[config.mk]
export PLATFORM = sky130hd
export DESIGN_NAME = htd_ram
export DESIGN_NICKNAME = d
export VERILOG_FILES = /design/src/htd_ram.sv
export SDC_FILE = /design/constraint.sdc
export NUM_CORES = 1
export LEC_CHECK = 0
export BUFFER_PORTS_ARGS = -buffer_cell sky130_fd_sc_hd__buf_2
export CELL_PAD_IN_SITES_DETAIL_PLACEMENT = 1
export CELL_PAD_IN_SITES_GLOBAL_PLACEMENT = 2
export CORE_MARGIN = 2
export CORE_UTILIZATION = 43
export CTS_CLUSTER_SIZE = 12
export DETAILED_ROUTE_END_ITERATION = 12
export GPL_ROUTABILITY_DRIVEN = 0
export PLACE_DENSITY = 0.76
export REMOVE_ABC_BUFFERS = 1
export SLEW_MARGIN = 20
export SYNTH_ARGS = -nofsm -noshare
export SYNTH_HDL_FRONTEND = slang
export SYNTH_SLANG_ARGS = --single-unit
[constraint.sdc]
create_clock -name clk -period 1.7 [get_ports clk]
set_input_delay 0.17 -clock clk [delete_from_list [all_inputs] [get_ports clk]]
set_output_delay 0.17 -clock clk [all_outputs]
set_load 0.05 [all_outputs]
[src/htd_ram.sv]
// Generic single-write, single-read RAM with registered read data.
// A read of the address being written returns the new data.
module htd_ram #(
  parameter int WIDTH = 8,
  parameter int DEPTH = 16
) (
  input  logic                     clk,
  input  logic                     we,
  input  logic [$clog2(DEPTH)-1:0] waddr,
  input  logic [WIDTH-1:0]         wdata,
  input  logic [$clog2(DEPTH)-1:0] raddr,
  output logic [WIDTH-1:0]         rdata
);

  logic [WIDTH-1:0] mem [DEPTH];

  always_ff @(posedge clk) begin
    if (we) begin
      mem[waddr] <= wdata;
    end
    if (we && (waddr == raddr)) begin
      rdata <= wdata;
    end else begin
      rdata <= mem[raddr];
    end
  end

endmodule

* Word-level counts from Yosys, hierarchy flattened *
Memories as Yosys holds them, arrays and structs flattened. A register that Yosys moved wholly into a read port is not among the register bits.
Index checks and enable logic that the tools add are counted.

cells by class
  mux-type cells = 2

operator list
  operator          number
  1-bit 2-to-1 mux  2

storage, ports and cells
  flip-flop bits (word level) = 0
  RAM bits = 128
  bits of input ports = 18
  word-level logic and storage cells = 3
  memories kept = 1

memories
  name  depth  width  rd ports  clocked after memory_dff  wr ports  RTL line  text
  mem   16     8      1         1                         1         15        logic [WIDTH-1:0] mem [DEPTH];

* Logic depth before layout (Yosys ltp) *
Gate-level depths: netlist of run 1.

  depth in word-level cells = 2
  depth in mapped cells = 5
  gate-level depth less buffers = 3

* Worst setup path before layout of run 1 *
No wires, ideal clock.

  path kind = reg-to-output
  from = register with a tool-made name
  to = output rdata[4]
  arrival = 1.599 ns
  required time = 1.530 ns
  path slack = -0.069 ns
  stages on the path, launching flop included = 6
  buffers on the path = 2
  cell sequence = dfxtp_1 buf_6 buf_6 mux4_1 a22oi_1 nand2_1

RTL lines
  item              RTL line  text
  end: declaration  12        output logic [WIDTH-1:0] rdata

==> flow_summary_export.csv, run 1 <==
group,metric,value,unit
power,p_clk_frac,0.481,
detailed_routing,drt-initial-drc-count,245,
floorplan,die_w,112.6,um
synthesis,ys_seq_elements,132,
clock_network,clk_pin_slew,0.06,ns
grt,met1_usage,0.3005,
final_layout,stdcell_area,0.006417,mm2
grt,met2_usage,0.3150,
timing,tightest_slew,0.5325,ns
power,internal_power,6.472,mW
final_layout,largest_reg_flops,128,
clock_network,cts_max_level,4,
job,drv_cap,0,
synthesis,netlist_area,0.005067,mm2
final_layout,fillers,984,
worst_hold_path,hold_class,"primary input to flop",
floorplan,io_pins,26,
grt,grt_usage,0.2105,
run_status,violations,"negative setup slack",
timing,setup_tns,-4.150,ns
worst_setup_path,critical_path_class,"flop to output pin",
synthesis,synthCells,225,
timing,max_slew_margin,0.6450,
power,pwr-share-seq,0.448,
grt,grt.overflow.total,0,
detailed_routing,drc,0,
grt,use_met3,0.05454,
timing,final-hold-violation-count,0,
power,power_leakage,2.162,nW
power,switchingPower,1.704,mW
synthesis,ys_top_cells_by_area,"edfxtp_1 (76%), mux4_2 (8.0%), mux4_1 (7.3%), a22oi_1 (2.4%), dfxtp_1 (1.6%)",
placed_design,placed_area,0.005499,mm2
worst_setup_path,slowest_stage,"mux4_2",
grt,grt_pass1_wl,18460,um
final_layout,final_core_util,0.5596,
final_layout,diodes,0,
detailed_routing,routed_wl,12110,um
floorplan,rows,39,
clock_network,clock_path_buffers,2,
placed_design,portBuffers,25,
run_status,status,"finished, violations left",
synthesis,synthDominantCellAreaShare,0.7585,
grt,grt_max_degree,23,
final_layout,final_nets,312,
grt,antenna_found_initial,0,
final_layout,regMostFlops,"mem",
power,peakVddDrop,0.0007753,V
clock_network,cts_sinks,132,
timing,slew_violations,0,
placed_design,place_ws,-0.2377,ns
final_layout,area_growth,26.64,%
synthesis,yosysWarnings,0,
timing,setup_viol,8,
final_layout,drive_gt1_frac,0.4560,
floorplan,dieArea,0.01267,mm2
worst_setup_path,critPathMaxFanout,4,
floorplan,core_area,0.01147,mm2
power,powerDensity,1274,mW/mm2
worst_setup_path,crit_chain,"buf_6 -> buf_16 -> buf_4 -> mux4_2 -> a22oi_2 -> nand2_2 -> buf_6",
worst_setup_path,arrival,2.12,ns
timing,fin_crit_sh,1.344,
final_layout,largestRegisters,"mem (128)",
synthesis,ys_types,19,
clock_network,root_buffer,"clkbuf_16",
worst_hold_path,holdPathStages,1,
synthesis,syn_area_per_cell,22.52,um2
timing,timing.final.ws_setup,-0.5852,ns
timing,fmax,437.6,MHz
worst_setup_path,end_kind,"output pin",
power,power_frac_comb,0.071,
floorplan,fp.dieH,112.6,um
detailed_routing,vias,2543,
power,netSwitchingFraction,0.2085,
floorplan,initial_core_util,0.4419,
synthesis,ys_seq_area_frac,0.7743,
clock_network,cts_buffers,17,
grt,grt_pass1_vias,2776,
timing,min_period,2.285,ns
worst_setup_path,worstPathRequired,1.53,ns
final_layout,multiInputGateArea,0.001092,mm2
timing,hold-worst-slack,0.1608,ns
detailed_routing,avgRoutedWirePerCell,26.91,um
synthesis,yosysTopAreaCell,"edfxtp_1",
detailed_routing,drt-vias-per-instance,5.651,
detailed_routing,ant_nets,0,
final_layout,ff_latch_area,0.003928,mm2
placed_design,dp.final_hpwl,6913,um
worst_setup_path,critPathLaunchType,"flop",
grt,busiest_layer,"met2",
clock_network,cts_tree,"yes",
worst_setup_path,max_stage_delay,0.50,ns
timing,rsz0062_at_grt,"true",
detailed_routing,drt_pass1_iterations,4,
worst_setup_path,crit_top_cell,"buf_6",
==> per-stage QoR <==
step | std cells | total power [mW]
final | 450 | 8.176
after global routing | 450 | 8.394
after CTS | 450 | 8.176
after detailed placement | 408 | 4.180
after global placement | 408 | 4.164
after floorplan | 215 | 3.972
==> what timing repair did <==
action                                 in CTS  in global routing
pin swaps                                  16                  6
setup endpoints to repair                   8                  8
buffers inserted                            3                  0
gates cloned                                3                  0
endpoints found under the hold margin       4                  0
resized for setup                          48                 14
hold buffers                                4                  0
==> cell usage in the layout, fill, tap and decap left out, types with 4 or more instances in the layout <==
cell type / n
edfxtp_1: 128
mux4_2: 32
buf_4: 20
clkbuf_16: 17
buf_2: 17
a22oi_2: 16
nor2_1: 13
buf_6: 10
nand2_1: 6
clkinv_2: 5
bufinv_16: 5
nor3_1: 4
dlygate4sd3_1: 4
buf_12: 4
==> power groups by stage <==
stage                     Sequential (mW)  Combinational, mW  Clock (mW)
after global placement               3.72              0.445           0
after floorplan                      3.74              0.232           0
after CTS                            3.66              0.564        3.95
after global routing                 3.67              0.613        4.11
final                                3.66              0.578        3.94
after detailed placement             3.72              0.455           0
==> layer usage <==
metal  wire [um]  vias up
li1            -     1086
met1        5511     1356
met2        5874       83
met3         503       18
met4         221        0
met5           0        -
==> synth_stat cells <==
| cell type | instances |
|---|---|
| a22oi_1 | 16 |
| and2_1 | 1 |
| and2b_1 | 1 |
| buf_2 | 3 |
| buf_4 | 1 |
| buf_6 | 3 |
| clkdlybuf4s25_2 | 3 |
| dfxtp_1 | 4 |
| edfxtp_1 | 128 |
| mux4_1 | 14 |
| mux4_2 | 18 |
| nand2_1 | 9 |
| nand2b_1 | 2 |
| nand3_1 | 1 |
| nand3b_1 | 2 |
| nor2_1 | 13 |
| nor2b_1 | 1 |
| nor3_1 | 4 |
| or3b_2 | 1 |
==> final cells by class <==
class	count	area share
Clock buffer	17	0.06629
Sequential cell	132	0.6120
Clock inverter	15	0.03314
Multi-Input combinational cell	83	0.1702
Timing Repair Buffer	60	0.09047
Tap cell	143	0.02788
==> logic make-up (layout without fill, tap and decap cells) <==
family / after synthesis / in the layout / synth area share
AND/OR/NAND/NOR: 35 / 35 / 0.03235
AO/OA/AOI/OAI: 16 / 16 / 0.02370
buffers and inverters: 10 / 92 / 0.01704
flip-flops: 132 / 132 / 0.7743
multiplexers: 32 / 32 / 0.1526
==> final timing paths <==
check / startpoint / endpoint / slack, ns
worst min-delay path: wdata[7] / mem[3][7]$_DFFE_PP_ / 0.16
worst max-delay path: flop / rdata[7] / -0.59
==> critical path, delay by kind of cell (launching register included) <==
family	cells	cell delay [ns]
AOI/OAI and AO/OA	1	0.21
and+or+nand+nor	1	0.10
muxes	1	0.50
DFF	1	0.39
buffers and inverters	4	0.50
No activity file was read; power rests on OpenSTA's default activity.
==> run 2: changes to the inputs <==
--- a/config.mk
+++ b/config.mk
@@ -9,11 +9,11 @@
 export CELL_PAD_IN_SITES_DETAIL_PLACEMENT = 1
 export CELL_PAD_IN_SITES_GLOBAL_PLACEMENT = 2
 export CORE_MARGIN = 2
-export CORE_UTILIZATION = 43
+export CORE_UTILIZATION = 35
 export CTS_CLUSTER_SIZE = 12
 export DETAILED_ROUTE_END_ITERATION = 12
 export GPL_ROUTABILITY_DRIVEN = 0
-export PLACE_DENSITY = 0.76
+export PLACE_DENSITY = 0.64
 export REMOVE_ABC_BUFFERS = 1
 export SLEW_MARGIN = 20
 export SYNTH_ARGS = -nofsm -noshare
==> run 2 against run 1 <==
Effect of this change:
- the flow still finishes with violations (negative setup slack)
- cell area fell by 2.5%
- worst hold slack got worse by 0.014 ns
- critical path type unchanged
- cell count rose by 7.1%
- wire length fell by 10%
- via count fell by 5.1%
- non-clock buffer count fell by 4
- largest power group is now sequential cells
- clock power fell by 19%
- critical endpoint is now rdata[5]
- sequential share of layout area rose by 1.6 points
- fmax rose by 3.4%
==> flow_summary_export.csv, run 2 (same netlist as run 1, synthesis figures left out) <==
group,metric,value,unit
run_status,status,"finished, violations left",
run_status,violations,"negative setup slack",
timing,timing.final.ws_setup,-0.5105,ns
final_layout,drive_gt1_frac,0.3907,
worst_setup_path,worstPathRequired,1.53,ns
placed_design,portBuffers,25,
timing,setup_viol,8,
final_layout,final_core_util,0.4472,
detailed_routing,drt_pass1_iterations,4,
clock_network,root_buffer,"clkbuf_16",
clock_network,clock_path_buffers,2,
final_layout,diodes,0,
timing,final-hold-violation-count,0,
timing,slew_violations,0,
detailed_routing,drc,0,
final_layout,regMostFlops,"mem",
grt,grt_max_degree,33,
clock_network,cts_buffers,17,
detailed_routing,drt-initial-drc-count,246,
placed_design,dp.final_hpwl,6862,um
final_layout,fillers,1318,
timing,tightest_slew,0.5303,ns
power,peakVddDrop,0.0007617,V
worst_setup_path,arrival,2.04,ns
floorplan,rows,43,
power,power_leakage,2.079,nW
detailed_routing,avgRoutedWirePerCell,22.51,um
detailed_routing,ant_nets,0,
floorplan,fp.dieH,124.3,um
worst_hold_path,hold_end,"mem[9][2]$_DFFE_PP_",
worst_hold_path,hold_class,"primary input to flop",
floorplan,io_pins,26,
timing,fin_crit_sh,1.300,
timing,rsz0062_at_grt,"true",
timing,min_period,2.211,ns
clock_network,cts_max_level,4,
clock_network,cts_sinks,132,
worst_hold_path,hp-start,"wdata[2]",
final_layout,mostFrequentLayoutCell,"edfxtp_1",
clock_network,clk_pin_slew,0.05,ns
floorplan,die_w,124.3,um
power,powerDensity,1176,mW/mm2
worst_hold_path,holdPathStages,1,
floorplan,initial_core_util,0.3623,
clock_network,cts_tree,"yes",
detailed_routing,routed_wl,10850,um
final_layout,final_nets,308,
floorplan,dieArea,0.01546,mm2
grt,antenna_found_initial,0,
worst_setup_path,critPathMaxFanout,9,
worst_setup_path,end_kind,"output pin",
grt,grt_usage,0.1543,
floorplan,core_area,0.01399,mm2
detailed_routing,drt-vias-per-instance,5.008,
placed_design,place_ws,-0.2222,ns
grt,grt_pass1_wl,16990,um
final_layout,area_growth,23.46,%
final_layout,layout_common_cells,"edfxtp_1 (128), mux4_2 (27), buf_4 (20)",
clock_network,post_cts_buffers,0,
job,drv_cap,0,
grt,grt_pass1_vias,2673,
timing,fmax,452.4,MHz
power,p_total,7.357,mW
final_layout,largest_reg_flops,128,
worst_setup_path,critPathLaunchType,"flop",
final_layout,largestRegisters,"mem (128)",
worst_setup_path,critical_path_class,"flop to output pin",
detailed_routing,vias,2414,
timing,max_slew_margin,0.6464,
grt,grt.overflow.total,0,
## run 2: cell count changes in the layout (fill, tap and decap cells not counted), moves of 4 or more
cell,before,now
clkinv_1,1,5
mux4_1,0,5
mux4_2,32,27
bufinv_16,5,1
clkbuf_1,0,5
## run 2: repair_timing
action                                 in CTS  in global routing
hold buffers                                4                  0
endpoints found under the hold margin       4                  0
pin swaps                                   8                  2
resized for setup                          41                  8
setup endpoints to repair                   8                  8
gates cloned                                1                  0
## run 2: report_power, final
part / switching (mW) / total (mW) / internal (mW)
Clock: 1.22 / 3.18 / 1.96
Sequential: 0.0232 / 3.66 / 3.64
Combinational: 0.295 / 0.516 / 0.222
## run 2: routing by layer
metal / vias to the layer above / GRT usage / share of wire
met5: - / 0 / 0
met4: 0 / 0.05155 / 0.0090
met3: 9 / 0.05369 / 0.050
met2: 62 / 0.2321 / 0.49
met1: 1264 / 0.2108 / 0.45
li1: 1079 / - / -
## run 2: area by class of cell
class                           count  area [um2]  area share
Multi-Input combinational cell     83        1096      0.1752
Clock inverter                      9       63.81     0.01020
Sequential cell                   132        3928      0.6278
Clock buffer                       22       444.2     0.07100
Timing Repair Buffer               56       499.2     0.07980
Tap cell                          180       225.2     0.03600
## run 2: how the worst max path moves through the flow
stage          startpoint       end  slack (ns)  cells past startpoint
2_1_floorplan        flop  rdata[0]       -0.94                      3
3_3_place_gp         flop  rdata[5]       -0.21                      5
3_5_place_dp         flop  rdata[5]       -0.22                      5
4_1_cts              flop  rdata[0]       -0.57                      5
5_1_grt              flop  rdata[5]       -0.61                      5
6_report             flop  rdata[5]       -0.51                      5
## run 2: critical path: stages, from the launching register on
cell	delay [ns]
dfxtp_4	0.43
buf_12	0.17
mux4_1	0.57
a22oi_2	0.19
nand2_1	0.10
buf_6	0.16
## run 2: metrics by stage
step / hold WS (ns) / cell area, um2 / setup TNS (ns) / instances
finish: 0.1467 / 6256 / -3.808 / 482
CTS: 0.1329 / 6230 / -4.310 / 482
floorplan: 0.1977 / 4981 / -7.394 / 215
detailed placement: 0.2746 / 5565 / -1.367 / 446
global placement: 0.2722 / 5565 / -1.356 / 446
global route: 0.1383 / 6256 / -4.607 / 482
==> run 3: changes to the inputs <==
--- a/config.mk
+++ b/config.mk
@@ -15,6 +15,7 @@
 export GPL_ROUTABILITY_DRIVEN = 0
 export PLACE_DENSITY = 0.64
 export REMOVE_ABC_BUFFERS = 1
+export SKIP_LAST_GASP = 1
 export SLEW_MARGIN = 20
 export SYNTH_ARGS = -nofsm -noshare
 export SYNTH_HDL_FRONTEND = slang
==> run 3 against run 2 <==
Effect of this change:
- first-iteration DRC count grew 2.8%
- count of clock-buffer cells in the layout unchanged
- the run still ends with negative setup slack left
- sequential power about the same
==> flow_summary_export.csv, run 3 (same netlist as run 1, synthesis figures left out) <==
group,metric,value,unit
worst_setup_path,worstPathRequired,1.53,ns
floorplan,rows,43,
power,power_frac_comb,0.071,
grt,grt_max_degree,33,
final_layout,final_nets,309,
detailed_routing,drt-vias-per-instance,4.992,
floorplan,io_pins,26,
detailed_routing,drt_pass1_iterations,4,
final_layout,regMostFlops,"mem",
placed_design,place_ws,-0.2222,ns
clock_network,clk_pin_slew,0.05,ns
clock_network,cts_max_level,4,
run_status,status,"finished, violations left",
placed_design,dp_cells,446,
grt,grt_pass1_wl,16910,um
clock_network,cts_buffers,17,
final_layout,stdcell_area,0.006281,mm2
floorplan,initial_core_util,0.3623,
worst_setup_path,critPathMaxFanout,8,
detailed_routing,avgRoutedWirePerCell,22.52,um
worst_setup_path,arrival,2.06,ns
final_layout,largestRegisters,"mem (128)",
timing,tightest_slew,0.5137,ns
grt,antenna_found_initial,0,
final_layout,ff_latch_area,0.003928,mm2
power,p_clk_frac,0.431,
grt,grt_usage,0.1536,
power,switchingPower,1.526,mW
clock_network,cts_sinks,132,
final_layout,layout_common_cells,"edfxtp_1 (128), mux4_2 (26), buf_4 (21)",
worst_setup_path,critPathLaunchType,"flop",
detailed_routing,drt-initial-drc-count,253,
clock_network,post_cts_buffers,0,
power,peakVddDrop,0.0007573,V
final_layout,final_core_util,0.4490,
detailed_routing,ant_nets,0,
power,power_leakage,2.094,nW
detailed_routing,routed_wl,10880,um
power,netSwitchingFraction,0.2075,
final_layout,mostFrequentLayoutCell,"edfxtp_1",
timing,slew_violations,0,
timing,rsz0062_at_grt,"true",
power,powerDensity,1171,mW/mm2
timing,timing.final.ws_setup,-0.5337,ns
detailed_routing,vias,2411,
placed_design,placed_area,0.005565,mm2
timing,setup_viol,8,
final_layout,multiInputGateArea,0.001100,mm2
power,pwr-share-seq,0.498,
timing,min_period,2.234,ns
power,internal_power,5.828,mW
timing,fmax,447.7,MHz
worst_hold_path,hold_class,"primary input to flop",
final_layout,diodes,0,
detailed_routing,drc,0,
job,drv_cap,0,
run_status,violations,"negative setup slack",
power,p_total,7.355,mW
worst_setup_path,critical_path_class,"flop to output pin",
placed_design,dp.final_hpwl,6862,um
placed_design,portBuffers,25,
final_layout,fin_cells,483,
timing,fin_crit_sh,1.314,
clock_network,clock_path_buffers,2,
final_layout,largest_reg_flops,128,
floorplan,fp.dieH,124.3,um
final_layout,fillers,1319,
floorplan,die_w,124.3,um
final_layout,area_growth,23.95,%
clock_network,root_buffer,"clkbuf_16",
final_layout,drive_gt1_frac,0.3894,
clock_network,cts_tree,"yes",
timing,max_slew_margin,0.6575,
worst_setup_path,end_kind,"output pin",
floorplan,core_area,0.01399,mm2
floorplan,dieArea,0.01546,mm2
grt,grt_pass1_vias,2677,
timing,final-hold-violation-count,0,
grt,grt.overflow.total,0,
[run 3: cell types whose count changed in the layout (fill, tap and decap cells not counted), sizes merged]
cell,previous run,this run
clkbuf,22,23
[run 3: routing by layer]
metal,global-route usage,routed length (um),up-vias
li1,-,-,1082
met1,0.2082,4834,1259
met2,0.2321,5425,64
met3,0.05412,542,6
met4,0.05155,72,0
met5,0,0,-
[run 3: critical path, stage by stage, from the launching register on]
cell and delay, ns:
dfxtp_4 0.46, buf_12 0.18, mux4_1 0.57, a22oi_2 0.21, nand2_2 0.08, buf_6 0.16
[run 3: what timing repair did]
item / 4_1_cts / 5_1_grt
pin swaps: 6 / 7
hold buffers: 4 / 0
gates resized for setup: 32 / 15
endpoints found under the setup margin: 8 / 8
cloned: 1 / 1
endpoints found under the hold margin: 4 / 0
[run 3: area by class of cell]
class / count / share of cell area
flip-flops and latches: 132 / 0.6253
well taps: 180 / 0.03586
clock buffers: 22 / 0.07072
clock inverters: 9 / 0.01016
multi-input cells: 83 / 0.1751
repair buffers: 57 / 0.08287
[run 3: final timing paths]
| check | startpoint | cells after the start | to | slack (ns) |
|---|---|---|---|---|
| worst max-delay path | flop | 5 | rdata[0] | -0.53 |
| worst min-delay path | wdata[3] | 1 | mem[8][3]$_DFFE_PP_ | 0.15 |
[run 3: power groups by stage]
stage / Combinational, mW / Clock [mW] / Sequential (mW)
after CTS: 0.508 / 3.27 / 3.66
after global routing: 0.560 / 3.40 / 3.67
final: 0.519 / 3.17 / 3.66
after floorplan: 0.232 / 0 / 3.74
after global placement: 0.441 / 0 / 3.72
after detailed placement: 0.447 / 0 / 3.73
[run 3: metrics by stage]
stage          hold slack (ns)  setup TNS [ns]
6_report                0.1483          -3.999
5_1_grt                 0.1383          -4.767
4_1_cts                 0.1329          -4.474
3_5_place_dp            0.2746          -1.367
3_3_place_gp            0.2722          -1.356
2_1_floorplan           0.1977          -7.394
