--- config.mk ---
export PLATFORM = sky130hd
export DESIGN_NAME = htd_out_buf_flat
export DESIGN_NICKNAME = d
export VERILOG_FILES = /design/src/htd_pkg.sv /design/src/htd_ifs.sv /design/src/htd_out_buf.sv /design/src/flat_wrapper.sv
export SDC_FILE = /design/constraint.sdc
export NUM_CORES = 1
export LEC_CHECK = 0
export BUFFER_PORTS_ARGS = -buffer_cell sky130_fd_sc_hd__buf_4
export CORE_MARGIN = 2
export CORE_UTILIZATION = 52
export CTS_BUF_LIST = sky130_fd_sc_hd__clkbuf_16
export CTS_CLUSTER_SIZE = 12
export DETAILED_ROUTE_END_ITERATION = 12
export GPL_ROUTABILITY_DRIVEN = 1
export HOLD_SLACK_MARGIN = 0.12
export PLACE_DENSITY = 0.86
export SYNTH_ARGS = -nofsm -noshare
export SYNTH_HDL_FRONTEND = slang
export SYNTH_SLANG_ARGS = --single-unit
--- constraint.sdc ---
create_clock -name clk -period 4 [get_ports clk]
set_clock_uncertainty 0.2 [all_clocks]
set_input_delay 0.8 -clock clk [delete_from_list [all_inputs] [get_ports clk]]
set_output_delay 0.8 -clock clk [all_outputs]
set_load 0.005 [all_outputs]
--- src/htd_pkg.sv ---
// Shared constants and types for the Huffman tree load and decode block.
// No dependencies; imported by the output buffer and the top level.
package htd_pkg;

  localparam int NODE_SLOTS  = 512;
  localparam int STACK_SLOTS = 256;

  localparam int NODE_AW  = $clog2(NODE_SLOTS);
  localparam int STACK_AW = $clog2(STACK_SLOTS);
  localparam int LEVEL_W  = $clog2(STACK_SLOTS + 1);
  localparam int USED_W   = $clog2(NODE_SLOTS + 1);
  // a child field holds either a node index or a symbol byte
  localparam int CHILD_W  = (NODE_AW > 8) ? NODE_AW : 8;

  typedef enum logic [1:0] {
    ERR_NONE      = 2'd0,
    ERR_EARLY_END = 2'd1,
    ERR_TREE      = 2'd2
  } err_t;

  typedef struct packed {
    logic               is_leaf;
    logic [CHILD_W-1:0] val;
  } child_t;

  // internal node as held in the node RAM
  typedef struct packed {
    child_t left;
    child_t right;
  } node_t;

  // internal node waiting for its children
  typedef struct packed {
    logic [NODE_AW-1:0] idx;
    logic               lset;
    child_t             left;
  } frame_t;

  typedef struct packed {
    logic [7:0]  symbol;
    logic [31:0] repeat_res;
    logic        last;
    err_t        error;
  } result_t;

endpackage

--- src/htd_ifs.sv ---


interface htd_sym_if;
  logic        valid;
  logic        ready;
  logic [7:0]  symbol;
  logic [31:0] repeat_res;
  logic        last;
  logic [1:0]  error;

  modport source (output valid, symbol, repeat_res, last, error, input ready);
  modport sink   (input valid, symbol, repeat_res, last, error, output ready);
endinterface

--- src/htd_out_buf.sv ---
// Two-entry output buffer: result register plus skid stage.
// Depends on htd_pkg and htd_sym_if.
module htd_out_buf
  import htd_pkg::*;
(
  input  logic             clk,
  input  logic             rst,
  input  logic             in_valid,
  input  result_t          in_data,
  output logic             can_take,
  htd_sym_if.source        result
);

  logic    out_valid;
  logic    skid_valid;
  result_t out_data;
  result_t skid_data;
  logic    out_free;

  assign out_free = !out_valid || result.ready;
  assign can_take = !skid_valid;

  always_ff @(posedge clk) begin
    if (rst) begin
      out_valid  <= 1'b0;
      skid_valid <= 1'b0;
    end else if (out_free) begin
      out_valid  <= skid_valid || in_valid;
      skid_valid <= skid_valid && in_valid;
    end else if (in_valid) begin
      skid_valid <= 1'b1;
    end
  end

  always_ff @(posedge clk) begin
    if (out_free) begin
      out_data  <= skid_valid ? skid_data : in_data;
      skid_data <= in_data;
    end else if (in_valid) begin
      skid_data <= in_data;
    end
  end

  assign result.valid      = out_valid;
  assign result.symbol     = out_data.symbol;
  assign result.repeat_res = out_data.repeat_res;
  assign result.last       = out_data.last;
  assign result.error      = out_data.error;

  // a waiting skid beat implies the output register is full
  a_skid_behind_out: assert property (@(posedge clk) disable iff (rst)
    skid_valid |-> out_valid)
    else $error("skid holds a beat while output register is empty");

endmodule

--- src/flat_wrapper.sv ---
// flat-port wrapper written by rule: the top's interface ports become plain ports
module htd_out_buf_flat import htd_pkg::*;
  (clk, rst, in_valid, in_data, can_take, result_valid, result_symbol, result_repeat_res, result_last, result_error, result_ready);
  htd_sym_if result_i ();
  input  logic clk;
  input  logic rst;
  input  logic in_valid;
  input  result_t in_data;
  output logic can_take;
  output wire logic [$bits(result_i.valid)-1:0] result_valid;
  output wire logic [$bits(result_i.symbol)-1:0] result_symbol;
  output wire logic [$bits(result_i.repeat_res)-1:0] result_repeat_res;
  output wire logic [$bits(result_i.last)-1:0] result_last;
  output wire logic [$bits(result_i.error)-1:0] result_error;
  input wire logic [$bits(result_i.ready)-1:0] result_ready;
  assign result_valid = result_i.valid;
  assign result_symbol = result_i.symbol;
  assign result_repeat_res = result_i.repeat_res;
  assign result_last = result_i.last;
  assign result_error = result_i.error;
  assign result_i.ready = result_ready;
  htd_out_buf u_core (.clk(clk), .rst(rst), .in_valid(in_valid), .in_data(in_data), .can_take(can_take), .result(result_i));
endmodule
# After elaboration in Yosys (flattened, before gate mapping)
# Cells that the tools add are included.
# op_classes
reduce_logical	6
muxes	5
# ops
op	n
43-bit two-way mux	3
1-bit zero test	2
1-bit logical OR	2
1-bit two-way mux	2
2-bit nonzero test	1
1-bit logical AND	1
# word_totals
elab_cells	21
register_bits	88

# Longest topological paths before layout
# Gate-level depths: netlist of run 1.
# depth
depth_word	3
depth_mapped	5
depth_no_buf	3

# Least setup slack after synthesis of run 1
# Ideal clock, no wire load.
# synth_path
path_type	input -> register
startpoint	input port result_ready
endpoint	register u_core.skid_data[0] in the netlist's numbering (enable)
path_stages	2
t_arrival_ps	2708
required_time_ps	3419
path_slack_ps	711
path_cell_list	nand2b_1 -> or2_2
# synth_between
elab_chain_len	2
# synth_lines
element	line	text
from (decl)	flat_wrapper.sv:15	input wire logic [$bits(result_i.ready)-1:0] result_ready;
1-bit logical OR	htd_out_buf.sv:20	assign out_free = !out_valid || result.ready;
2-bit nonzero test (no source line)	n/a	
to (signal assigned)	htd_out_buf.sv:38	skid_data <= in_data;
to (signal assigned)	htd_out_buf.sv:40	skid_data <= in_data;
to (decl)	htd_out_buf.sv:17	result_t skid_data;
# No other way between the ends.
# A chain may end at the register's enable or synchronous reset.

# Worst setup path in the final report of run 1
# layout_path
startpoint	register u_core.skid_valid
endpoint	output port can_take
# layout_between
elab_chain_len	1
# layout_lines
element	line	text
from (decl)	htd_out_buf.sv:15	logic skid_valid;
from (signal assigned)	htd_out_buf.sv:29	skid_valid <= skid_valid && in_valid;
1-bit zero test	htd_out_buf.sv:21	assign can_take = !skid_valid;
to (decl)	flat_wrapper.sv:9	output logic can_take;
# No other way between the ends.

==> results of run 1 <==
==> placed cells by master, fill, tap and decap left out, drive strengths merged, types with 2 or more instances in the layout <==
master / synthesis / final
buf: 5 / 93
edfxtp: 86 / 86
mux2: 43 / 43
clkbuf: 0 / 9
clkinv: 0 / 4
inv: 1 / 2
nor2: 2 / 2
dfxtp: 2 / 2
==> cell families after synthesis <==
group | Yosys count
AO/OA/AOI/OAI | 2
multiplexers | 43
buffers and inverters | 6
AND/OR/NAND/NOR | 5
flip-flops | 88
==> worst reg2reg max path, delay by kind of cell (launching register included) <==
kind,cells,cell delay (ns)
flops,1,0.72
buf+inv,1,0.52
mux,1,0.40
==> worst max-delay path by stage <==
stage                 startpoint                   end  slack (ns)
5_1_grt        u_core.skid_valid              can_take        1.56
6_report       u_core.skid_valid              can_take        1.66
3_5_place_dp        result_ready   u_core.skid_data[2]        1.59
4_1_cts        u_core.skid_valid              can_take        1.65
3_3_place_gp        result_ready  u_core.skid_data[28]        1.68
2_1_floorplan       result_ready   u_core.skid_data[0]        0.71
==> synthesized netlist by cell type <==
| library cell | count | share of area [%] |
|---|---|---|
| nand2b_1 | 1 | 0.19 |
| nor2_1 | 2 | 0.22 |
| or2_2 | 1 | 0.19 |
| buf_6 | 1 | 0.33 |
| nand2_1 | 1 | 0.11 |
| mux2_2 | 5 | 1.7 |
| edfxtp_1 | 86 | 76 |
| o21a_1 | 1 | 0.22 |
| dfxtp_1 | 2 | 1.2 |
| buf_12 | 4 | 2.4 |
| a21oi_1 | 1 | 0.15 |
| inv_1 | 1 | 0.11 |
| mux2_4 | 38 | 17 |
==> metal layers <==
metal	vias up	share of wire, %	track usage [%]
li1	762	-	-
met3	8	11	6.98
met4	0	1.3	7.36
met1	787	40	19.6
met5	-	0	0
met2	74	47	24.3
==> per-stage QoR <==
step           total power, mW  cell area [um2]  cells  util [%]
2_1_floorplan             1.20             3380    144         -
3_3_place_gp              1.30             4090    309      64.7
3_5_place_dp              1.31             4090    309      64.7
4_1_cts                   2.09             4370    324      69.1
5_1_grt                   2.14             4370    324      69.1
6_report                  2.07             4370    324      69.1
==> area by class of cell <==
cell class / instances / area, um2
tap: 77 / 96.3
fill: 420 / 1950
timing repair buffer: 93 / 698
clock inverter: 6 / 52.6
clock buffer: 9 / 225
inverter: 1 / 3.75
sequential: 88 / 2620
multi-input combinational: 50 / 666
==> power breakdown <==
group	switching, mW	internal (mW)
clock	0.309	0.472
combinational	0.0590	0.113
sequential	0.0223	1.09
total	0.391	1.67
==> sequential cells by signal, summed over array words and instances (netlist names) <==
| signal | cells |
|---|---|
| u_core.result.error | 2 |
| u_core.result.last | 1 |
| u_core.result.repeat_res | 32 |
| u_core.result.symbol | 8 |
| u_core.result.valid | 1 |
| u_core.skid_data | 43 |
| u_core.skid_valid | 1 |
==> out/qor.yml, run 1 <==
status:
  status: "completed"
place:
  portBuffers: 91
  finalWeightedCongestion: 0.643
  dp_slack_ns: 1.59
  dp_hpwl_um: 3750
setup_path:
  r2r-end: "u_core.result.symbol[7]"
  path_depth: 2
  worstSetupEndpointType: "output port"
  max_stage_delay_ns: 0.72
  crit_required_ns: 3.00
  r2r_start: "u_core.skid_valid"
  rrSetupSlack_ns: 1.91
  path_buf_inv: 2
  slowest_stage: "dfxtp_2"
  crit_family: "flip-flops"
  critical_path_class: "register to output port"
  crit_arrival_ns: 1.34
  cp-start-kind: "register"
  worstRegToRegCells: 2
  cp_cell_sequence: "inv_1, buf_4"
  cp_max_fo: 21
floorplan:
  die_h_um: 84.6
  die_area_mm2: 0.00716
  ios: 92
  die_x_um: 84.6
  core_area_mm2: 0.00631
  rows: 29
  initial_core_util_pct: 53.5
grt:
  grt-ovfl-total: 0
  grt_max_degree: 46
  grt_antenna_before_repair: 0
  grt_util_all_layers_pct: 15.9
  first_global_vias: 1696
  grt_pass1_wl_um: 8420
yosys:
  synth_top_family_by_area: "multiplexers"
  muxShareOfSynthArea_pct: 18.5
  ys_warn_count: 0
  synthCells: 144
  synth_xor_area_share_pct: 0
  synth_fa_ha_area_share_pct: 0
  synthDistinctLibCells: 13
  synth.cell_area_mm2: 0.00338
  ys_seq_area_share_pct: 77.6
  avgSynthCellArea_um2: 23.5
  syn_nets: 191
  synthSimpleGateAreaFrac_pct: 0.703
  synth_seq_cells: 88
  synth_compound_area_share_pct: 0.370
power_and_ir_drop:
  p_leak_nw: 1.80
  p_per_area_mw_per_mm2: 473
  peakVddDrop_mv: 0.352
timing:
  slew-limit-headroom_pct: 32.3
  fin_crit_sh_pct: 58.5
  slew_violations: 0
  finalCriticalPeriod_ns: 2.34
  hold_violations: 0
  grt_setup_unrepaired: "no"
  setup_ws_ns: 1.66
  tns_ns: 0
  fmax_mhz: 428
  setup_viol: 0
  hold_ws_ns: 0.339
  worst_pin_slew_ns: 1.02
layout:
  drive_above_1_share_pct: 61.5
  diodes: 0
  areaGrowthSynthToFinish_pct: 29.1
  fin_nets: 290
min_path:
  hold_path.class: "register to register"
  hold_depth: 1
  min_delay_worst_endpoint: "u_core.result.repeat_res[23]"
  hold_start: "u_core.skid_data[26]"
clock_tree:
  cts_buffer_depth: 2
  cts_tree: "done"
  htreeDepth: 3
  clkTransAtPathRegs_ns: 0.06
  clock_latency_ns: 0.33
  cts_resized: 0
  hold_buffers: 0
  clock_sinks: 88
  cts_root_buf: "clkbuf_16"
  cts_buffers: 9
  cts_setup_buffers: 0
route:
  wl_um: 5520
  initialDrtViolationCount: 121
  ant_nets: 0
  via_count: 1631
  avgRoutedWirePerCell_um: 17.0
  firstDrtPassIters: 4
  viasPerCell: 5.03
  drc: 0
job:
  drv_cap: 0
No activity file was read; power rests on OpenSTA's default activity.
==> inputs of run 2 (changes only) <==
--- a/config.mk
+++ b/config.mk
@@ -5,15 +5,16 @@
 export SDC_FILE = /design/constraint.sdc
 export NUM_CORES = 1
 export LEC_CHECK = 0
+export ABC_AREA = 1
 export BUFFER_PORTS_ARGS = -buffer_cell sky130_fd_sc_hd__buf_4
 export CORE_MARGIN = 2
-export CORE_UTILIZATION = 52
+export CORE_UTILIZATION = 51
 export CTS_BUF_LIST = sky130_fd_sc_hd__clkbuf_16
 export CTS_CLUSTER_SIZE = 12
 export DETAILED_ROUTE_END_ITERATION = 12
 export GPL_ROUTABILITY_DRIVEN = 1
 export HOLD_SLACK_MARGIN = 0.12
-export PLACE_DENSITY = 0.86
+export PLACE_DENSITY = 0.85
 export SYNTH_ARGS = -nofsm -noshare
 export SYNTH_HDL_FRONTEND = slang
 export SYNTH_SLANG_ARGS = --single-unit
==> constraint.sdc (replaced) <==
create_clock -name clk -period 2.2 [get_ports clk]
set_clock_uncertainty 0.2 [all_clocks]
set_input_delay 0.44 -clock clk [delete_from_list [all_inputs] [get_ports clk]]
set_output_delay 0.44 -clock clk [all_outputs]
set_load 0.005 [all_outputs]
==> run 2 against run 1 <==
Clock power rose by 87%; sequential cell count did not move; register-to-register slack got worse by 1.2 ns; via count rose by 36%; sequential share of layout area fell by 4.7 points; critical endpoint unchanged; largest cell class unchanged.
==> out/qor.yml, run 2 <==
status:
  status: "completed"
layout:
  nFillCells: 413
  areaGrowthSynthToFinish_pct: 42.9
  final-seq-area_mm2: 0.00262
  regMostFlops: "u_core.skid_data"
  drive_above_1_share_pct: 34.4
  mostFrequentLayoutCells: "113 x nand2_1, 93 x buf_4, 86 x edfxtp_1"
  largest_reg_flops: 43
  multi_input_area_um2: 571
  fin_nets: 423
  diodes: 0
  final_common_cell: "nand2_1"
place:
  finalWeightedCongestion: 0.670
  dp_slack_ns: 0.480
  portBuffers: 91
  dp_hpwl_um: 3840
timing:
  tns_ns: 0
  setup_ws_ns: 0.448
  finalCriticalPeriod_ns: 1.75
  setup_viol: 0
  hold_violations: 0
  hold_ws_ns: 0.209
  slew_violations: 0
  worst_pin_slew_ns: 0.596
  slew-limit-headroom_pct: 60.3
  fmax_mhz: 571
  grt_setup_unrepaired: "no"
  fin_crit_sh_pct: 79.6
clock_tree:
  htreeDepth: 3
  hold_buffers: 44
  cts_buffers: 9
  clkTransAtPathRegs_ns: 0.06
  clock_latency_ns: 0.33
  cts_tree: "done"
  cts_resized: 0
  cts_buffer_depth: 2
  cts_root_buf: "clkbuf_16"
  clock_sinks: 88
  cts_setup_buffers: 0
grt:
  grt_util_all_layers_pct: 19.7
  grt-ovfl-total: 0
  grt_max_degree: 46
  grt_pass1_wl_um: 10600
  grt_antenna_before_repair: 0
  first_global_vias: 2222
route:
  viasPerCell: 4.85
  wl_met2_um: 3400
  initialDrtViolationCount: 157
  wl_met1_um: 2710
  ant_nets: 0
  avgRoutedWirePerCell_um: 14.7
  route.met3.wl_um: 475
  firstDrtPassIters: 5
  drc: 0
  dr.max_layer_used: "met4"
  via_count: 2223
  wl_um: 6730
yosys:
  yosysMostFrequentCell: "nand2_1"
  synth_seq_cells: 88
  synth_top_area_share_pct: 77.9
  synth.cell_area_mm2: 0.00331
  ys_seq_area_share_pct: 79.1
  yosys-top-cells-area: "edfxtp_1 78%, nand2_1 13%, nand2_2 3.6%, buf_6 1.4%, buf_12 1.2%"
  ys_warn_count: 0
  synth-main-ff-cell: "edfxtp_1"
  synthArstFlopShare_pct: 0
  synthCells: 237
  synth-edff-count: 86
  syn_nets: 284
  synthDistinctLibCells: 12
  synth_area_leader_cell: "edfxtp_1"
  synth_common_cells: "114 x nand2_1, 86 x edfxtp_1, 19 x nand2_2"
  avgSynthCellArea_um2: 14.0
setup_path:
  cp-startpoint: "u_core.skid_valid"
  crit_required_ns: 1.56
  r2r_start: "u_core.result.valid"
  cp-start-kind: "register"
  crit_arrival_ns: 1.11
  worstSetupEndpointType: "output port"
  critical_path_class: "register to output port"
  cp_max_fo: 44
power_and_ir_drop:
  peakVddDrop_mv: 0.589
  p_per_area_mw_per_mm2: 810
  p_leak_nw: 2.09
floorplan:
  initial_core_util_pct: 52.5
  die_area_mm2: 0.00716
  rows: 29
  core_area_mm2: 0.00631
  die_x_um: 84.6
  die_h_um: 84.6
  ios: 92
job:
  drv_cap: 0
min_path:
  hold_path.class: "input pin to register"
  hold_start: "in_valid"
[run 2: cell count changes in the layout (fill, tap and decap cells not counted)]
cell           previous run  this run
inv_1                     2         3
nand2b_2                  1         0
dlygate4sd3_1             0        44
nand2_1                   1       113
mux2_2                    5         0
nand2_2                   0        20
inv_8                     0         1
clkinvlp_4                0         2
or2_4                     0         1
clkinv_1                  1         0
or2_2                     1         0
mux2_4                   38         0
o21a_1                    1         0
[run 2: cells by family after synthesis]
family | after synthesis | share of synthesized area, %
AOI/OAI and AO/OA | 1 | 0.151
buffers and inverters | 12 | 3.81
DFF | 88 | 79.1
and+or+nand+nor | 136 | 16.9
[run 2: worst max-delay path, cell delays in order (launching register included)]
cell and delay [ns]:
dfxtp_2 0.35, inv_8 0.24, buf_4 0.17
[run 2: metal layers]
layer,vias to the layer above,global-route usage [%]
met5,-,0
met4,0,7.94
met3,14,6.49
met2,91,32.7
met1,1041,24.0
li1,1077,-
[run 2: area by class of cell]
cell class              count  area share [%]
well taps                  77            2.03
multi-input cells         137            12.0
inverters                   3           0.396
flip-flops and latches     88            55.4
clock inverters             7            1.35
repair buffers            137            24.0
clock buffers               9            4.75
[run 2: power breakdown]
part	internal, mW	leakage (nW)	switching [mW]	total [mW]
Clock	0.869	0.142	0.589	1.46
Combinational	0.210	1.03	0.145	0.355
Sequential	1.98	0.914	0.0409	2.02
Total	3.06	2.09	0.775	3.83
[run 2: path summary, 6_finish.rpt]
check                                      end  slack, ns  cells past startpoint
setup / recovery                      can_take       0.45                      2
hold / removal             u_core.result.valid       0.21                      3
setup reg to reg           u_core.skid_data[6]       0.73                      2
hold reg to reg   u_core.result.repeat_res[20]       0.31                      2
[run 2: metrics by stage]
step / utilization [%] / cells / instance area, um2 / total power, mW
after floorplan: - / 237 / 3320 / 2.14
final: 75.0 / 458 / 4740 / 3.83
after detailed placement: 63.5 / 398 / 4010 / 2.34
after global placement: 63.5 / 398 / 4010 / 2.33
after global routing: 75.0 / 458 / 4740 / 3.98
after CTS: 75.0 / 458 / 4740 / 3.86
==> inputs of run 3 (changes only) <==
--- a/config.mk
+++ b/config.mk
@@ -5,16 +5,16 @@
 export SDC_FILE = /design/constraint.sdc
 export NUM_CORES = 1
 export LEC_CHECK = 0
-export ABC_AREA = 1
+export ABC_AREA = 0
 export BUFFER_PORTS_ARGS = -buffer_cell sky130_fd_sc_hd__buf_4
 export CORE_MARGIN = 2
-export CORE_UTILIZATION = 51
+export CORE_UTILIZATION = 47
 export CTS_BUF_LIST = sky130_fd_sc_hd__clkbuf_16
 export CTS_CLUSTER_SIZE = 12
 export DETAILED_ROUTE_END_ITERATION = 12
 export GPL_ROUTABILITY_DRIVEN = 1
 export HOLD_SLACK_MARGIN = 0.12
-export PLACE_DENSITY = 0.85
+export PLACE_DENSITY = 0.83
 export SYNTH_ARGS = -nofsm -noshare
 export SYNTH_HDL_FRONTEND = slang
 export SYNTH_SLANG_ARGS = --single-unit
==> constraint.sdc (replaced) <==
create_clock -name clk -period 1.5 [get_ports clk]
set_clock_uncertainty 0.2 [all_clocks]
set_input_delay 0.3 -clock clk [delete_from_list [all_inputs] [get_ports clk]]
set_output_delay 0.3 -clock clk [all_outputs]
set_load 0.005 [all_outputs]
==> run 3 against run 2 <==
Combinational power rose by 66%; worst setup slack got worse by 0.39 ns; via count fell by 17%; register-to-register slack got worse by 0.67 ns; routed wire length fell by 2.4%; sequential share of layout area fell by 2.6 points; non-clock buffer count rose by 5; cell count fell by 14%; global-route usage fell by 1.7 points; critical path type is now register to register; largest power group unchanged; highest routed layer unchanged.
==> out/qor.yml, run 3 (synthesis results as in run 1) <==
clock_tree:
  cts_buffer_depth: 2
  clock_latency_ns: 0.33
  clkTransAtPathRegs_ns: 0.06
  htreeDepth: 3
  cts_tree: "done"
  cts_buffers: 9
  clock_sinks: 88
  cts_root_buf: "clkbuf_16"
grt:
  grt_max_degree: 33
  grt-ovfl-total: 0
  grt_pass1_wl_um: 9920
  grt_antenna_before_repair: 0
  grt_util_all_layers_pct: 18.0
  first_global_vias: 1970
job:
  drv_cap: 0
power_and_ir_drop:
  p_per_area_mw_per_mm2: 1170
  comb_power_share_pct: 10.1
  p_sw_share_pct: 20.5
  peakVddDrop_mv: 0.574
  p_seq_share_pct: 51.1
  p_clk_share_pct: 38.8
  p_int_mw: 4.61
  p_leak_nw: 2.05
  p_sw_mw: 1.19
layout:
  diodes: 0
  drive_above_1_share_pct: 53.7
  mostFrequentLayoutCells: "92 x buf_4, 86 x edfxtp_1, 44 x dlygate4sd3_1"
  areaGrowthSynthToFinish_pct: 47.1
  final-seq-area_mm2: 0.00263
  post-route-util_pct: 72.4
  largest_reg_flops: 43
  fin_nets: 340
  fin_area_mm2: 0.00497
  regMostFlops: "u_core.skid_data"
  multi_input_area_um2: 682
  nFillCells: 437
  final_common_cell: "buf_4"
setup_path:
  crit_required_ns: 1.38
  critical_path_class: "register to register"
  r2r_start: "u_core.skid_valid"
  worstSetupEndpointType: "register"
  crit_arrival_ns: 1.33
  cp-startpoint: "u_core.skid_valid"
  path_depth: 2
  path_buf_inv: 1
  cp-start-kind: "register"
  setup.worst_path.end: "u_core.result.symbol[1]"
  r2r-end: "u_core.result.symbol[1]"
  slowest_stage: "dfxtp_4"
  rrSetupSlack_ns: 0.06
  worstRegToRegCells: 2
  max_stage_delay_ns: 0.39
  crit_family: "flip-flops"
  cp_max_fo: 12
  cp_cell_sequence: "bufbuf_16, mux2_4"
timing:
  setup_ws_ns: 0.0562
  finalCriticalPeriod_ns: 1.44
  slew-limit-headroom_pct: 77.3
  slew_violations: 0
  tns_ns: 0
  hold_violations: 0
  grt_setup_unrepaired: "no"
  fin_crit_sh_pct: 96.3
  worst_pin_slew_ns: 0.340
  fmax_mhz: 693
  setup_viol: 0
floorplan:
  ios: 92
  die_h_um: 88.8
  rows: 30
  die_area_mm2: 0.00789
  initial_core_util_pct: 49.2
  die_x_um: 88.8
  core_area_mm2: 0.00687
route:
  drc: 0
  wl_um: 6570
  ant_nets: 0
  avgRoutedWirePerCell_um: 16.7
  via_count: 1856
  firstDrtPassIters: 4
  viasPerCell: 4.71
  initialDrtViolationCount: 102
place:
  placed_cell_area_mm2: 0.00417
  finalWeightedCongestion: 0.710
  dp_slack_ns: -0.0933
  dp_hpwl_um: 3630
  portBuffers: 91
min_path:
  hold_path.class: "input pin to register"
status:
  status: "completed"
-- run 3: cell count changes in the layout (fill, tap and decap cells not counted), sizes merged, moves of 2 or more --
cell | before | now
buf | 93 | 96
clkinv | 3 | 1
nand2 | 133 | 1
mux2 | 0 | 43
-- run 3: metal layers --
metal | part of all wire (%) | GRT usage (%) | vias up
li1 | - | - | 868
met1 | 41 | 21.3 | 897
met2 | 51 | 30.3 | 80
met3 | 6.7 | 4.48 | 11
met4 | 2.0 | 9.78 | 0
met5 | 0 | 0 | -
-- run 3: cell type report --
cell class,count,area share [%]
clock buffer,9,4.53
clock inverter,7,1.56
inverter,1,0.0755
multi-input combinational,51,13.7
sequential,88,52.8
tap,96,2.42
timing repair buffer,142,24.9
-- run 3: power by group through the flow --
stage / clock network [mW] / registers [mW] / logic (mW)
finish: 2.25 / 2.96 / 0.588
global placement: 0 / 3.00 / 0.473
floorplan: 0 / 3.01 / 0.183
CTS: 2.30 / 2.96 / 0.591
detailed placement: 0 / 3.01 / 0.482
global route: 2.38 / 2.98 / 0.635
-- run 3: metrics by stage --
step                hold slack [ns]  total power, mW  instances
floorplan                     0.169             3.19        144
global placement              0.271             3.48        330
detailed placement            0.267             3.49        330
CTS                           0.335             5.85        395
global route                  0.334             5.99        394
finish                        0.271             5.79        394
-- run 3: how the worst min path moves through the flow --
stage	start	endpoint	slack [ns]	cells after the start
floorplan	rst	u_core.result.valid	0.17	1
global placement	rst	u_core.skid_valid	0.27	2
detailed placement	rst	u_core.skid_valid	0.27	2
CTS	result_ready	u_core.result.valid	0.34	4
global route	in_valid	u_core.result.valid	0.33	4
finish	in_valid	u_core.result.valid	0.27	4
-- run 3: what timing repair did --
action,4_1_cts,5_1_grt
pin swaps,1,0
endpoints found under the hold margin,88,0
setup endpoints to repair,21,45
resized for setup,2,3
gates cloned,2,0
hold buffers,45,0
setup buffers,2,0
-- run 3: tightest hold or removal path, delay by kind of cell --
family	cells	cell delay [ns]
simple gates	1	0.05
compound gates	1	0.13
buf+inv	2	0.28
